$ cat config.mk
export PLATFORM = sky130hd
export DESIGN_NAME = lcd_mode_timing_controller_top
export DESIGN_NICKNAME = d
export VERILOG_FILES = /design/src/sv/lmtc_pkg.sv /design/src/sv/lmtc_cfg.sv /design/src/sv/lmtc_step.sv /design/src/sv/lcd_mode_timing_controller_top.sv
export VERILOG_INCLUDE_DIRS = /design/src /design/src/sv
export SDC_FILE = /design/constraint.sdc
export NUM_CORES = 1
export LEC_CHECK = 0
export ABC_CLOCK_PERIOD_IN_PS = 7000
export BUFFER_PORTS_ARGS = -buffer_cell sky130_fd_sc_hd__buf_2
export CORE_MARGIN = 2
export CORE_UTILIZATION = 46
export DETAILED_ROUTE_END_ITERATION = 10
export PLACE_DENSITY = 0.61
export SLEW_MARGIN = 20
export SYNTH_ARGS = -nofsm -noshare
export SYNTH_HDL_FRONTEND = slang
export SYNTH_SLANG_ARGS = --single-unit
$ cat constraint.sdc
create_clock -name clk -period 7 [get_ports clk]
set_input_delay 1.4 -clock clk [delete_from_list [all_inputs] [get_ports clk]]
set_output_delay 1.4 -clock clk [all_outputs]
set_load 0.03 [all_outputs]
$ cat src/sv/lcd_mode_timing_controller_top_assert.svh
// Assertion macros for the LCD mode timing controller.
`ifndef LCD_MODE_TIMING_CONTROLLER_TOP_ASSERT_SVH
`define LCD_MODE_TIMING_CONTROLLER_TOP_ASSERT_SVH
`ifndef ASSERT_OFF
// Check a property on every clock edge outside reset.
`define LMTC_ASSERT(label, prop, msg) \
	label: assert property (@(posedge clk) disable iff (!arst_n) prop) else $error(msg);
// Check that a condition leads to a consequence in the next cycle.
`define LMTC_ASSERT_NEXT(label, ante, cons, msg) \
	label: assert property (@(posedge clk) disable iff (!arst_n) (ante) |=> (cons)) \
		else $error(msg);
`else
`define LMTC_ASSERT(label, prop, msg)
`define LMTC_ASSERT_NEXT(label, ante, cons, msg)
`endif
`endif

$ cat src/sv/lmtc_pkg.sv
// Types, codes and reset values shared by the LCD mode timing controller.
package lmtc_pkg;

	localparam int unsigned ACC_W   = 16;
	localparam int unsigned TIME_W  = 10;
	localparam int unsigned LINE_W  = 8;
	localparam int unsigned BLANK_W = 6;
	localparam int unsigned CYC_W   = 8;
	localparam int unsigned EN_W    = 4;
	localparam int unsigned IDX_W   = 3;
	localparam int unsigned DATA_W  = 10;

	// Mode codes
	localparam logic [1:0] MODE_HBLANK = 2'd0;
	localparam logic [1:0] MODE_VBLANK = 2'd1;
	localparam logic [1:0] MODE_OAM    = 2'd2;
	localparam logic [1:0] MODE_XFER   = 2'd3;

	// Register indexes
	localparam logic [IDX_W-1:0] REG_OAM_SCAN_TIME = 3'd0;
	localparam logic [IDX_W-1:0] REG_TRANSFER_TIME = 3'd1;
	localparam logic [IDX_W-1:0] REG_HBLANK_TIME   = 3'd2;
	localparam logic [IDX_W-1:0] REG_VISIBLE_LINES = 3'd3;
	localparam logic [IDX_W-1:0] REG_BLANK_LINES   = 3'd4;

	// Register reset values
	localparam logic [TIME_W-1:0]  RST_OAM_SCAN_TIME = 10'd80;
	localparam logic [TIME_W-1:0]  RST_TRANSFER_TIME = 10'd172;
	localparam logic [TIME_W-1:0]  RST_HBLANK_TIME   = 10'd204;
	localparam logic [LINE_W-1:0]  RST_VISIBLE_LINES = 8'd144;
	localparam logic [BLANK_W-1:0] RST_BLANK_LINES   = 6'd10;

	typedef struct packed {
		logic [TIME_W-1:0]  oam_scan_time;
		logic [TIME_W-1:0]  transfer_time;
		logic [TIME_W-1:0]  hblank_time;
		logic [LINE_W-1:0]  visible_lines;
		logic [BLANK_W-1:0] blank_lines;
	} cfg_t;

	typedef struct packed {
		logic [ACC_W-1:0]  acc;
		logic [1:0]        mode;
		logic [LINE_W-1:0] line;
	} state_t;

	typedef struct packed {
		logic [LINE_W-1:0] line;
		logic [1:0]        mode;
		logic              coincidence;
		logic              vblank_request;
		logic              status_request;
	} result_t;

endpackage

$ cat src/sv/lmtc_cfg.sv
// Configuration register file of the LCD mode timing controller.
module lmtc_cfg (
	input  logic                         clk,
	input  logic                         arst_n,
	input  logic                         cfg_we,
	input  logic [lmtc_pkg::IDX_W-1:0]   cfg_index,
	input  logic [lmtc_pkg::DATA_W-1:0]  cfg_data,
	output lmtc_pkg::cfg_t               cfg
);
	import lmtc_pkg::*;

	cfg_t cfg_q;

	// Write the addressed register; ignore indexes beyond the list
	always_ff @(posedge clk or negedge arst_n) begin
		if (!arst_n) begin
			cfg_q.oam_scan_time <= RST_OAM_SCAN_TIME;
			cfg_q.transfer_time <= RST_TRANSFER_TIME;
			cfg_q.hblank_time   <= RST_HBLANK_TIME;
			cfg_q.visible_lines <= RST_VISIBLE_LINES;
			cfg_q.blank_lines   <= RST_BLANK_LINES;
		end else if (cfg_we) begin
			case (cfg_index)
				REG_OAM_SCAN_TIME: cfg_q.oam_scan_time <= cfg_data[TIME_W-1:0];
				REG_TRANSFER_TIME: cfg_q.transfer_time <= cfg_data[TIME_W-1:0];
				REG_HBLANK_TIME:   cfg_q.hblank_time   <= cfg_data[TIME_W-1:0];
				REG_VISIBLE_LINES: cfg_q.visible_lines <= cfg_data[LINE_W-1:0];
				REG_BLANK_LINES:   cfg_q.blank_lines   <= cfg_data[BLANK_W-1:0];
				default: ;
			endcase
		end
	end

	assign cfg = cfg_q;

endmodule

$ cat src/sv/lmtc_step.sv
// Next-state and result logic for one timing word.
module lmtc_step (
	input  lmtc_pkg::cfg_t                cfg,
	input  lmtc_pkg::state_t              st,
	input  logic [lmtc_pkg::CYC_W-1:0]    elapsed_cycles,
	input  logic [lmtc_pkg::LINE_W-1:0]   compare_line,
	input  logic [lmtc_pkg::EN_W-1:0]     status_enables,
	output lmtc_pkg::state_t              st_next,
	output lmtc_pkg::result_t             res
);
	import lmtc_pkg::*;

	logic [ACC_W:0]    sum;
	logic [ACC_W-1:0]  acc_sat;
	logic [ACC_W-1:0]  oam_ext;
	logic [ACC_W-1:0]  xfer_ext;
	logic [ACC_W-1:0]  hb_ext;
	logic [LINE_W-1:0] line_inc;
	logic [LINE_W:0]   vblank_end;
	logic              vreq;
	logic              coin;

	// Add the elapsed cycles and saturate
	assign sum      = {1'b0, st.acc} + (ACC_W+1)'(elapsed_cycles);
	assign acc_sat  = sum[ACC_W] ? {ACC_W{1'b1}} : sum[ACC_W-1:0];
	assign oam_ext  = ACC_W'(cfg.oam_scan_time);
	assign xfer_ext = ACC_W'(cfg.transfer_time);
	assign hb_ext   = ACC_W'(cfg.hblank_time);
	assign line_inc = st.line + LINE_W'(1);
	assign vblank_end = (LINE_W+1)'(cfg.visible_lines) + (LINE_W+1)'(cfg.blank_lines);

	// Take at most one mode step
	always_comb begin
		st_next.acc  = acc_sat;
		st_next.mode = st.mode;
		st_next.line = st.line;
		vreq         = 1'b0;
		case (st.mode)
			MODE_OAM: begin
				if (acc_sat > oam_ext) begin
					st_next.mode = MODE_XFER;
					st_next.acc  = acc_sat - oam_ext;
				end
			end
			MODE_XFER: begin
				if (acc_sat > xfer_ext) begin
					st_next.mode = MODE_HBLANK;
					st_next.acc  = acc_sat - xfer_ext;
				end
			end
			MODE_HBLANK: begin
				if (acc_sat >= hb_ext) begin
					st_next.line = line_inc;
					st_next.acc  = acc_sat - hb_ext;
					if (line_inc == cfg.visible_lines) begin
						st_next.mode = MODE_VBLANK;
						vreq         = 1'b1;
					end else begin
						st_next.mode = MODE_OAM;
					end
				end
			end
			default: begin
				// Vertical blank: one line per hblank period
				if (acc_sat > hb_ext) begin
					st_next.acc  = acc_sat - hb_ext;
					if ({1'b0, line_inc} == vblank_end) begin
						st_next.mode = MODE_OAM;
						st_next.line = '0;
					end else begin
						st_next.line = line_inc;
					end
				end
			end
		endcase
	end

	// Report coincidence and the level status request
	assign coin = (st_next.line == compare_line);

	always_comb begin
		res.line           = st_next.line;
		res.mode           = st_next.mode;
		res.coincidence    = coin;
		res.vblank_request = vreq;
		res.status_request = (status_enables[3] && coin)
			|| (status_enables[2] && st_next.mode == MODE_OAM)
			|| (status_enables[1] && st_next.mode == MODE_VBLANK)
			|| (status_enables[0] && st_next.mode == MODE_HBLANK);
	end

endmodule

$ cat src/sv/lcd_mode_timing_controller_top.sv
// LCD mode timing controller: input register, step logic, result register.
// A word accepted at one edge is held in the input register, and its result is
// written into the result register when the word leaves it, which a stall can hold.
// Throughput: one word per cycle while result_ready does not stall; the state loop is
// one saturating add, compare and subtract. Reset clears valid bits and the mode state
// (accumulator 0, OAM scan, line 0) and loads the register defaults.
`include "lcd_mode_timing_controller_top_assert.svh"
module lcd_mode_timing_controller_top (
	input  logic                          clk,
	input  logic                          arst_n,
	input  logic                          cfg_we,
	input  logic [lmtc_pkg::IDX_W-1:0]    cfg_index,
	input  logic [lmtc_pkg::DATA_W-1:0]   cfg_data,
	input  logic                          tick_valid,
	output logic                          tick_ready,
	input  logic [lmtc_pkg::CYC_W-1:0]    elapsed_cycles,
	input  logic [lmtc_pkg::LINE_W-1:0]   compare_line,
	input  logic [lmtc_pkg::EN_W-1:0]     status_enables,
	output logic                          result_valid,
	input  logic                          result_ready,
	output logic [lmtc_pkg::LINE_W-1:0]   line,
	output logic [1:0]                    mode,
	output logic                          coincidence,
	output logic                          vblank_request,
	output logic                          status_request
);
	import lmtc_pkg::*;

	cfg_t              cfg;
	state_t            st_q;
	state_t            st_next;
	result_t           res;
	result_t           res_s2;
	logic              valid_s1;
	logic              valid_s2;
	logic [CYC_W-1:0]  elapsed_s1;
	logic [LINE_W-1:0] compare_s1;
	logic [EN_W-1:0]   enables_s1;
	logic              load_s2;
	logic              adv_s1;
	logic              in_vblank;

	lmtc_cfg u_cfg (
		.clk       (clk),
		.arst_n    (arst_n),
		.cfg_we    (cfg_we),
		.cfg_index (cfg_index),
		.cfg_data  (cfg_data),
		.cfg       (cfg)
	);

	lmtc_step u_step (
		.cfg            (cfg),
		.st             (st_q),
		.elapsed_cycles (elapsed_s1),
		.compare_line   (compare_s1),
		.status_enables (enables_s1),
		.st_next        (st_next),
		.res            (res)
	);

	// Handshake: move a word forward whenever the stage ahead frees up
	assign load_s2    = !valid_s2 || result_ready;
	assign adv_s1     = valid_s1 && load_s2;
	assign tick_ready = !valid_s1 || load_s2;

	// Input register
	always_ff @(posedge clk or negedge arst_n) begin
		if (!arst_n) begin
			valid_s1 <= 1'b0;
		end else if (tick_ready) begin
			valid_s1 <= tick_valid;
		end
	end

	always_ff @(posedge clk) begin
		if (tick_valid && tick_ready) begin
			elapsed_s1 <= elapsed_cycles;
			compare_s1 <= compare_line;
			enables_s1 <= status_enables;
		end
	end

	// Mode state: advance once per word that leaves the input register
	always_ff @(posedge clk or negedge arst_n) begin
		if (!arst_n) begin
			st_q.acc  <= '0;
			st_q.mode <= MODE_OAM;
			st_q.line <= '0;
		end else if (adv_s1) begin
			st_q <= st_next;
		end
	end

	// Result register
	always_ff @(posedge clk or negedge arst_n) begin
		if (!arst_n) begin
			valid_s2 <= 1'b0;
		end else if (load_s2) begin
			valid_s2 <= valid_s1;
		end
	end

	always_ff @(posedge clk) begin
		if (adv_s1) begin
			res_s2 <= res;
		end
	end

	assign result_valid   = valid_s2;
	assign line           = res_s2.line;
	assign mode           = res_s2.mode;
	assign coincidence    = res_s2.coincidence;
	assign vblank_request = res_s2.vblank_request;
	assign status_request = res_s2.status_request;

	assign in_vblank = (st_q.mode == MODE_VBLANK);

	// A vblank request only comes with the vertical blank mode
	`LMTC_ASSERT(a_vreq_mode, result_valid && vblank_request |-> mode == MODE_VBLANK, "stray vblank")
	// State moves only when a word is processed
	`LMTC_ASSERT_NEXT(a_state_hold, !adv_s1, $stable(st_q), "mode state changed without a word")
	// Leaving vertical blank restarts at line zero
	`LMTC_ASSERT_NEXT(a_vblank_exit, in_vblank, in_vblank || st_q.line == '0, "bad vblank exit")
	// A full pipeline under stall takes no new word
	`LMTC_ASSERT(a_full_stall, valid_s1 && !load_s2 |-> !tick_ready, "word taken while pipeline full")

endmodule
* Word level (Yosys, flattened, before mapping) *
Cells that the tools add are included.

storage, ports and cells
  register bits after elaboration = 105
  bits of input ports = 38
  output and inout port bits = 15
  RAM bits = 0
  word-level logic and storage cells = 73
  bits in latches = 0
  memories kept = 0
  ROM bits = 0

operators by class
  bitwise logic cells = 0
  order comparisons = 4
  shifts and indexed selects = 0
  mux-type cells = 11
  equality and inequality tests = 11
  multipliers = 0
  reduce and logical (&&, ||, !) cells = 23
  div/mod/pow operators = 0
  $add $sub $neg = 6

operators by type and width
  operator                                                               number
  18-bit one-hot mux with 3 select lines                                 1
  26-bit 2-to-1 mux                                                      2
  16-bit by 10-bit > comparator with 1-bit output                        3
  16-bit by 10-bit subtractor with 16-bit output                         3
  18-bit 2-to-1 mux                                                      2
  16-bit by 8-bit adder with 17-bit output                               1
  8-bit equality test                                                    2
  16-bit by 10-bit greater-or-equal comparator with 1-bit output         1
  16-bit 2-to-1 mux                                                      1
  8-bit one-hot mux with 2 select lines                                  1
  2-bit AND reduction                                                    6
  8-bit by 6-bit adder with 9-bit output                                 1
  8-bit by 9-bit equality test with 1-bit output                         1
  8-bit by 1-bit adder with 8-bit output, second input constant          1
  8-bit 2-to-1 mux                                                       1
  2-bit equality test, second input constant                             3
  3-bit by 2-bit equality test with 1-bit output, second input constant  2
  1-bit logical AND                                                      6
  1-bit logical OR                                                       5
  2-bit logical NOT                                                      2
  2-bit 2-to-1 mux                                                       2
  3-bit by 1-bit equality test with 1-bit output, second input constant  1
  3-bit equality test, second input constant                             1
  3-bit logical NOT                                                      1
  4 further kinds                                                        5

* Depth between registers and ports, before layout *
Gate-level depths: netlist of run 1.

  depth after elaboration = 10
  mapped depth = 22
  gate-level depth less buffers = 20

* Modules after synthesis *
A second synthesis of run 1 with hierarchy kept.

second synthesis, totals
  cell total of the unflattened synthesis = 830
  area total of the unflattened synthesis = 8,150.3 um2

by module, submodules not included
  module                          area an instance (um2)  times used  cells an instance  sequential area each (um2)
  lmtc_step                       4,224.1                 1           637                0.0
  lcd_mode_timing_controller_top  2,134.5                 1           96                 1,692.9
  lmtc_cfg                        1,791.7                 1           97                 1,118.6

* Worst setup path after synthesis of run 1 *
Ideal clock, no wire load.

  kind = register to register
  start = register st_q[10] (netlist bit)
  end = register res_s2 (netlist bit status_request) (data pin)
  cell stages (with the launch flop) = 21
  slack = 1,724 ps
  buffers on the path = 1
  clock period less this slack = 5,276 ps
  data required time = 6,831 ps
  arrival = 5,107 ps
  library setup time = 169 ps
  cells stage by stage = dfrtp_1 ha_1 fa_1 a211oi_2 nor3_1 o21ai_1 or2_0 clkbuf_1 nand2_1 ha_1 nor2b_1 o31a_1 nor3_1 o31ai_1 nand2_1 and4_1 o221a_1 a2111oi_4 xnor2_1 o2111ai_1 o31ai_1

RTL lines
  what                    RTL line                               text
  from (decl)             lcd_mode_timing_controller_top.sv:30   state_t st_q;
  from (signal assigned)  lcd_mode_timing_controller_top.sv:91   st_q <= st_next;
  to (signal assigned)    lcd_mode_timing_controller_top.sv:106  res_s2 <= res;
  to (decl)               lcd_mode_timing_controller_top.sv:33   result_t res_s2;

==> results.toml, run 1 <==
[die]
rows = 48
die_y_um = 136
design.core.area_um2 = 17200
die_area_um2 = 18500
start_util_pct = 46.6
ios = 53
die_w_um = 136

[timing]
rsz0062_at_grt = "no"
setup_tns_ns = 0
holdWs_ns = 0.494
min_period_over_period_pct = 90.3
fmax_mhz = 158
final.min_clock_period_ns = 6.32
drv_slew = 0
layout_setup_ws_ns = 0.678
final_hold_viol_count = 0
relSlewSlack_pct = 28.9
finalClockSkew_ns = 0.0111
setup-violations-final = 0
worstMarginPinSlew_ns = 1.07

[logic_synthesis]
ys_async_sr_fraction_pct = 68.6
yosys_most_used_dff = "dfrtp_1"
ys_types = 79
ys_warn_count = 0
synth_area_leader_cell = "dfrtp_1"
seq_area_frac_synth_pct = 35.1
synth.area.top_cells = "dfrtp_1 (18%), edfxtp_1 (12%), ha_1 (7.0%)"
yosysMostFrequentCell = "nand2_1"
synth_common_cells = "nand2_1 (109), o21ai_0 (68), dfrtp_1 (57), inv_1 (54), nor2_1 (50)"
syn_area_um2 = 8010
synth_nets = 994
synth_top_area_share_pct = 17.8
syn_inst = 906
synth_area_per_cell_um2 = 8.84
synth_seq_cells = 105
synth_edf_count = 33

[route]
antenna_left = 0
drt-total-wl_um = 23100
initialDrtViolationCount = 580
post-route-drc-count = 0
drt-wirelength-per-cell_um = 19.7
first_pass_iters = 6
vias = 7119
viasPerCell = 6.10

[worst_setup_path]
r2r_slack_ns = 0.68
cp_max_fo = 22
crit_arrival_ns = 6.51
crit_type = "reg2reg"
r2r-end = "status_request"
critPathRequiredTime_ns = 7.19
startpoint_type = "flip-flop"
r2r_cells = 20
r2r-start = "st_q[10]"
critPathCaptureType = "flip-flop"

[clock_tree]
post_cts_resize_count = 0
tritoncts = "built"
post-cts-setup-buffers = 0
clk_latency_ns = 0.36
clk_pin_slew_worst_paths_ns = 0.07
cts_buffers = 9
h-tree-depth = 3
holdBufCountCts = 0
cts_buffer_depth = 2
clockRootBuffer = "clkbuf_16"
clkSinkCount = 105

[global_route]
grt_pass1_wl_um = 36800
grt_pass1_vias = 6765
grt_overflow = 0
track_usage_pct = 25.8
antenna_found_initial = 0
grt_max_degree = 73

[placement]
dpl.cell_count = 1151
gp_congestion = 1.01
portBuffers = 52
dp_worst_setup_slack_ns = 0.374
hpwl_um = 17500

[hold_path]
worstHoldStart = "valid_s1"
min_to = "result_valid"
min_path_cells = 1
hold_class = "reg2reg"

[final_layout]
final_nets = 1026
final_layout_size_suffix_gt1_share_pct = 14.2
final_cell_count_no_fill = 1168
antenna-diode-count = 0
area_growth_pct = 9.67

[pwr]
p_leak_nw = 3.60
power_mw = 5.09
peakVddDrop_mv = 0.340
power.density_nw_per_um2 = 580

[outcome]
status = "finished, final reports clean"

[run]
maxCapViolations = 0
## cell usage in the layout, fill, tap and decap left out, types with 5 or more instances in the layout
cell type,n
o211ai_1,10
buf_2,51
a21o_1,8
nand2b_1,12
o21ai_0,68
a211o_1,7
nor2b_1,10
mux2_2,21
nor2_1,49
a21boi_0,7
nand4_1,21
a22oi_1,5
nand3_1,21
nor3_1,33
and3_1,13
a211oi_1,13
dfstp_2,15
fa_1,5
ha_1,45
nand2_1,109
or2_2,5
a31oi_1,7
dfrtp_1,57
nor4_1,7
inv_1,54
clkbuf_16,9
o22ai_1,14
o21a_1,19
edfxtp_1,33
xor2_1,15
a21oi_1,39
o31ai_1,12
or3_1,5
and2_1,7
xnor2_1,46
## through the flow
stage / util, % / area [um^2]
6_report: 51.1 / 8780
2_1_floorplan: - / 8010
3_3_place_gp: 49.1 / 8440
3_5_place_dp: 49.1 / 8440
5_1_grt: 51.1 / 8780
4_1_cts: 51.0 / 8760
## cells by family (layout without fill, tap and decap cells)
logic type,after synthesis,in the layout,synth area share [%]
fa+ha+maj,50,50,8.28
buf+inv,90,127,4.34
compound gates,261,261,22.5
simple gates,313,313,19.5
flops,105,105,35.1
xor+xnor,61,61,6.67
mux,26,26,3.62
## worst max-delay path by stage
stage | startpoint | to | slack [ns] | cells past startpoint
floorplan | st_q[10] | status_request | 1.72 | 20
global placement | st_q[10] | status_request | 0.46 | 20
detailed placement | st_q[10] | status_request | 0.37 | 19
CTS | st_q[10] | status_request | 0.34 | 19
global route | st_q[10] | st_q[12] | 0.28 | 20
finish | st_q[10] | status_request | 0.68 | 20
## layer usage
metal | vias to the layer above | part of all wire [%] | track usage (%)
met3 | 55 | 4.9 | 3.39
met5 | - | 0 | 0
met1 | 3433 | 45 | 34.1
li1 | 3396 | - | -
met2 | 235 | 48 | 44.3
met4 | 0 | 2.6 | 7.70
## flip-flops by register name (all words and copies together), names as in the netlist
name / count
u_cfg.cfg: 44
st_q: 26
compare_s1: 8
elapsed_s1: 8
line: 8
enables_s1: 4
mode: 2
coincidence: 1
result_valid: 1
status_request: 1
valid_s1: 1
vblank_request: 1
## report_power, final
group	switching [mW]	leakage (nW)	internal (mW)
clock	0.241	0.155	0.317
combinational	2.16	2.28	1.36
sequential	0.192	1.16	0.818
## cell type report
class | instances | area, um^2
inverter | 55 | 206
timing repair buffer | 56 | 300
clock buffer | 10 | 229
clock inverter | 6 | 92.6
fill | 1666 | 8390
multi-input combinational | 711 | 4860
sequential | 105 | 2810
tap | 225 | 282
## worst max-delay path, cell delays in order, from the launching register on
cell and delay, ns:
dfrtp_1 0.39, ha_1 0.26, fa_1 0.44, a211oi_2 0.31, nor3_1 0.11, o21ai_1 0.33, or2_1 0.47, nand2b_1 0.33
inv_1 0.30, fa_1 0.26, nor2b_1 0.08, o31a_1 0.28, nor3_1 0.22, o31ai_2 0.19, nor2_1 0.18, nand4_2 0.55
a32oi_2 0.45, mux2i_1 0.41, xnor2_1 0.17, o2111ai_1 0.16, o31ai_1 0.26
Power figures use the tool's default switching activity.
==> inputs of run 2 (changes only) <==
CTS_CLUSTER_SIZE = 8   (was unset)
GPL_TIMING_DRIVEN = 0   (was unset)
SLEW_MARGIN = unset   (was 20)
==> run 2 against run 1 <==
  * Global-route usage up 0.20 points
  * Via count up 1.3%
  * Hold slack better by 0.016 ns
  * Critical endpoint is now st_q[17]
  * Largest cell class unchanged
  * Largest power group unchanged
==> results.toml, run 2 (synthesis results as in run 1) <==
[timing]
fmax_mhz = 158
drv_slew = 0
final_hold_viol_count = 0
setup-violations-final = 0
worstMarginPinSlew_ns = 1.17
min_period_over_period_pct = 90.7
final.min_clock_period_ns = 6.35
rsz0062_at_grt = "no"
relSlewSlack_pct = 22.1
finalClockSkew_ns = 0.00944
setup_tns_ns = 0

[final_layout]
area_growth_pct = 10.8
fillers = 1679
layout_commonest_cell = "nand2_1"
final_cell_mix = "nand2_1 (109), o21ai_0 (68), buf_2 (59)"
final_layout_size_suffix_gt1_share_pct = 14.3
antenna-diode-count = 0
final_nets = 1058
largest_reg_flops = 44

[die]
rows = 48
die_w_um = 136
start_util_pct = 46.6
design.core.area_um2 = 17200
ios = 53
die_y_um = 136
die_area_um2 = 18500

[clock_tree]
post_cts_resize_count = 0
cts_buffers = 9
cts_buffer_depth = 2
clk_latency_ns = 0.37
clockRootBuffer = "clkbuf_16"
clk_pin_slew_worst_paths_ns = 0.08
post-cts-setup-buffers = 0
tritoncts = "built"
h-tree-depth = 3
clkSinkCount = 105
holdBufCountCts = 0

[worst_setup_path]
critPathCaptureType = "flip-flop"
crit_type = "reg2reg"
startpoint_type = "flip-flop"
critPathRequiredTime_ns = 7.27
r2r_cells = 21
cp_max_fo = 10
crit_arrival_ns = 6.62

[route]
initialDrtViolationCount = 608
vias = 7213
antenna_left = 0
post-route-drc-count = 0
first_pass_iters = 5
viasPerCell = 6.01
drt-total-wl_um = 23200
drt-wirelength-per-cell_um = 19.4

[global_route]
antenna_found_initial = 0
track_usage_pct = 26.0
grt_pass1_wl_um = 36500
grt_max_degree = 41
grt_pass1_vias = 6804
grt_overflow = 0

[outcome]
status = "finished, final reports clean"

[placement]
hpwl_um = 17900
gp_congestion = 0.955
portBuffers = 52

[hold_path]
hold_class = "reg2reg"
min_path_cells = 1

[pwr]
power_mw = 5.02
sw_frac_of_total_pct = 51.5
peakVddDrop_mv = 0.335
clkPwrFrac_pct = 10.0
pwr-share-comb_pct = 71.5
p_seq_share_pct = 18.5
p_leak_nw = 3.63
power.internal_mw = 2.44
power.density_nw_per_um2 = 566
power.switching_mw = 2.59

[run]
maxCapViolations = 0
==> run 2: cell count changes in the layout (fill, tap and decap cells not counted), moves of 2 or more <==
| cell | change |
|---|---|
| buf_2 | +8 |
| buf_4 | -3 |
| clkbuf_1 | +24 |
| inv_6 | +2 |
| bufinv_16 | -2 |
==> run 2: path summary, 6_finish.rpt <==
path                          startpoint             to  slack, ns
max reg2reg                elapsed_s1[0]       st_q[17]       0.65
min reg2reg                     valid_s1   result_valid       0.51
min                             valid_s1   result_valid       0.51
max                        elapsed_s1[0]       st_q[17]       0.65
max in group asynchronous         arst_n  u_cfg.cfg[16]       5.37
min in group asynchronous         arst_n   u_cfg.cfg[8]       0.99
==> run 2: critical path: stages, from the launching register on <==
cell       delay, ns
edfxtp_1        0.40
ha_1            0.25
fa_1            0.44
a211oi_2        0.32
nor3_1          0.11
o21ai_1         0.38
or2_0           0.34
clkbuf_2        0.30
nand2_1         0.25
ha_1            0.43
nand2b_1        0.07
a21boi_0        0.32
o21ai_0         0.15
a2111oi_1       0.55
o21ai_0         0.25
a21oi_1         0.40
o211ai_2        0.20
buf_2           0.28
o22ai_1         0.28
a211o_1         0.17
a21oi_1         0.07
o31ai_1         0.28
==> run 2: layout make-up <==
cell class	count	area, um^2	area share [%]
repair buffers	53	283	3.19
clock inverters	7	61.3	0.691
flip-flops and latches	105	2810	31.7
multi-input cells	711	4860	54.8
clock buffers	9	225	2.54
well taps	225	282	3.17
plain buffers	35	143	1.61
inverters	55	206	2.33
==> run 2: through the flow <==
step                util [%]  hold slack, ns  setup WS [ns]  cells  cell area [um^2]
finish                  51.7           0.511          0.652   1200              8880
global route            51.7           0.540          0.213   1200              8880
CTS                     51.6           0.518        0.00928   1200              8860
detailed placement      49.9           0.490         0.0437   1184              8570
global placement        49.8           0.470         0.0973   1183              8550
floorplan                  -           0.455           1.72    906              8010
==> run 2: layer usage <==
| layer | up-vias | global-route usage [%] | wire (um) |
|---|---|---|---|
| li1 | 3465 | - | - |
| met1 | 3475 | 33.9 | 10400 |
| met2 | 218 | 42.9 | 10900 |
| met3 | 55 | 3.80 | 1160 |
| met4 | 0 | 11.7 | 818 |
| met5 | - | 0 | 0 |
==> run 2: power by group through the flow <==
stage | clock network (mW) | registers (mW) | logic [mW]
after floorplan | 0 | 0.951 | 2.61
after global placement | 0 | 0.940 | 3.46
after detailed placement | 0 | 0.941 | 3.47
after CTS | 0.514 | 0.930 | 3.49
after global routing | 0.533 | 0.950 | 3.92
final | 0.503 | 0.930 | 3.59
==> inputs of run 3 (changes only) <==
PLACE_DENSITY = unset   (was 0.61)
PLACE_DENSITY_LB_ADDON = 0.08   (was unset)
REMOVE_ABC_BUFFERS = 1   (was unset)
==> run 3 against run 2 <==
  * Clock power rose by 8.5%
  * Setup slack worse by 0.047 ns
  * Non-clock buffer count is 34 lower
  * Combinational power shrank 5%
  * Hold slack got worse by 0.0062 ns
  * Critical path type unchanged
  * Critical endpoint is now st_q[19]
==> results.toml, run 3 (synthesis results as in run 1) <==
[route]
initialDrtViolationCount = 604
first_pass_iters = 5
vias = 6888
viasPerCell = 5.91
antenna_left = 0
post-route-drc-count = 0
drt-total-wl_um = 22200
drt-wirelength-per-cell_um = 19.1

[final_layout]
final_nets = 1024
final_cell_mix = "nand2_1 (109), o21ai_0 (68), dfrtp_1 (57)"
area_growth_pct = 9.62
fin_util_pct = 51.1
layout_commonest_cell = "nand2_1"
final_cell_count_no_fill = 1166
multi_input_area_um2 = 4870
fillers = 1703
final_layout_size_suffix_gt1_share_pct = 14.2
antenna-diode-count = 0
largest_reg_flops = 44
ff_latch_area_um2 = 2810

[worst_setup_path]
crit_arrival_ns = 6.69
critPathRequiredTime_ns = 7.29
crit_type = "reg2reg"
r2r-start = "elapsed_s1[0]"
cp_max_fo = 14
r2r_cells = 18
startpoint_type = "flip-flop"
startpoint = "elapsed_s1[0]"
critPathCaptureType = "flip-flop"

[timing]
fmax_mhz = 156
setup_tns_ns = 0
worstMarginPinSlew_ns = 1.38
final.min_clock_period_ns = 6.39
drv_slew = 0
setup-violations-final = 0
relSlewSlack_pct = 6.94
min_period_over_period_pct = 91.3
finalClockSkew_ns = 0.00894
rsz0062_at_grt = "no"
final_hold_viol_count = 0

[global_route]
grt_pass1_wl_um = 35700
grt_overflow = 0
antenna_found_initial = 0
grt_max_degree = 53
track_usage_pct = 25.2
grt_pass1_vias = 6382

[clock_tree]
clkSinkCount = 105
clk_latency_ns = 0.37
clk_pin_slew_worst_paths_ns = 0.08
cts_buffer_depth = 2
cts_buffers = 9
tritoncts = "built"
holdBufCountCts = 0
clockRootBuffer = "clkbuf_16"
h-tree-depth = 3

[die]
die_y_um = 136
design.core.area_um2 = 17200
ios = 53
die_w_um = 136
rows = 48
die_area_um2 = 18500
start_util_pct = 46.6

[placement]
hpwl_um = 16800
portBuffers = 52
dpl.cell_count = 1150
gp_congestion = 0.901

[run]
maxCapViolations = 0

[hold_path]
hold_class = "reg2reg"
worstHoldStart = "valid_s1"
min_path_cells = 1

[pwr]
p_leak_nw = 3.59
power.density_nw_per_um2 = 567
peakVddDrop_mv = 0.237

[outcome]
status = "finished, final reports clean"
==> run 3: changes by cell type in the layout (fill, tap and decap cells not counted), sizes merged <==
cell / before / now
clkbuf: 35 / 9
clkinv: 2 / 1
bufinv: 0 / 1
buf: 62 / 54
==> run 3: final timing paths <==
path,slack (ns),endpoint
setup / recovery,0.61,st_q[19]
hold / removal,0.50,result_valid
setup reg to reg,0.61,st_q[19]
hold reg to reg,0.50,result_valid
max in group asynchronous,5.43,u_cfg.cfg[16]
min in group asynchronous,0.93,st_q[20]
==> run 3: final cells by class <==
type	count	share of cell area [%]
Multi-Input combinational cell	711	55.5
Clock buffer	9	2.57
Inverter	55	2.35
Clock inverter	7	0.969
Sequential cell	105	32.0
Timing Repair Buffer	54	3.43
Tap cell	225	3.21
==> run 3: where the power goes <==
group	switching (mW)	internal [mW]	leakage [nW]	total, mW
combinational	2.07	1.35	2.28	3.42
clock	0.261	0.285	0.146	0.546
sequential	0.193	0.818	1.16	1.01
total	2.53	2.45	3.59	4.98
==> run 3: timing repair <==
action | CTS | global route
gates resized for setup | 2 | 3
setup endpoints to repair | 3 | 9
setup buffers | 0 | 0
==> run 3: through the flow <==
step	cell area [um^2]	power [mW]	setup slack, ns	hold WS (ns)
detailed placement	8460	4.35	-0.205	0.486
global placement	8410	4.35	-0.150	0.479
floorplan	7870	3.53	1.63	0.455
finish	8780	4.98	0.606	0.505
CTS	8770	4.93	0.282	0.507
global route	8780	5.41	0.0410	0.538
==> run 3: critical path, stage by stage, from the launching register on <==
cell and delay (ns):
edfxtp_1 0.42, ha_1 0.25, fa_1 0.45, a211oi_2 0.34
nor3_1 0.12, o21ai_1 0.37, or2_2 0.39, o21ai_0 0.42
ha_1 0.54, o21a_1 0.17, nor2_1 0.05, a2111oi_1 0.62
o21ai_0 0.35, a21oi_1 0.42, o211ai_2 0.39, o41ai_2 0.57
a211o_1 0.18, a21oi_1 0.07, a21oi_1 0.19
==> run 3: layer usage <==
metal	part of all wire, %	track usage, %
met1	50	38.4
met2	43	36.8
met3	5.4	4.18
met4	1.5	6.60
met5	0	0
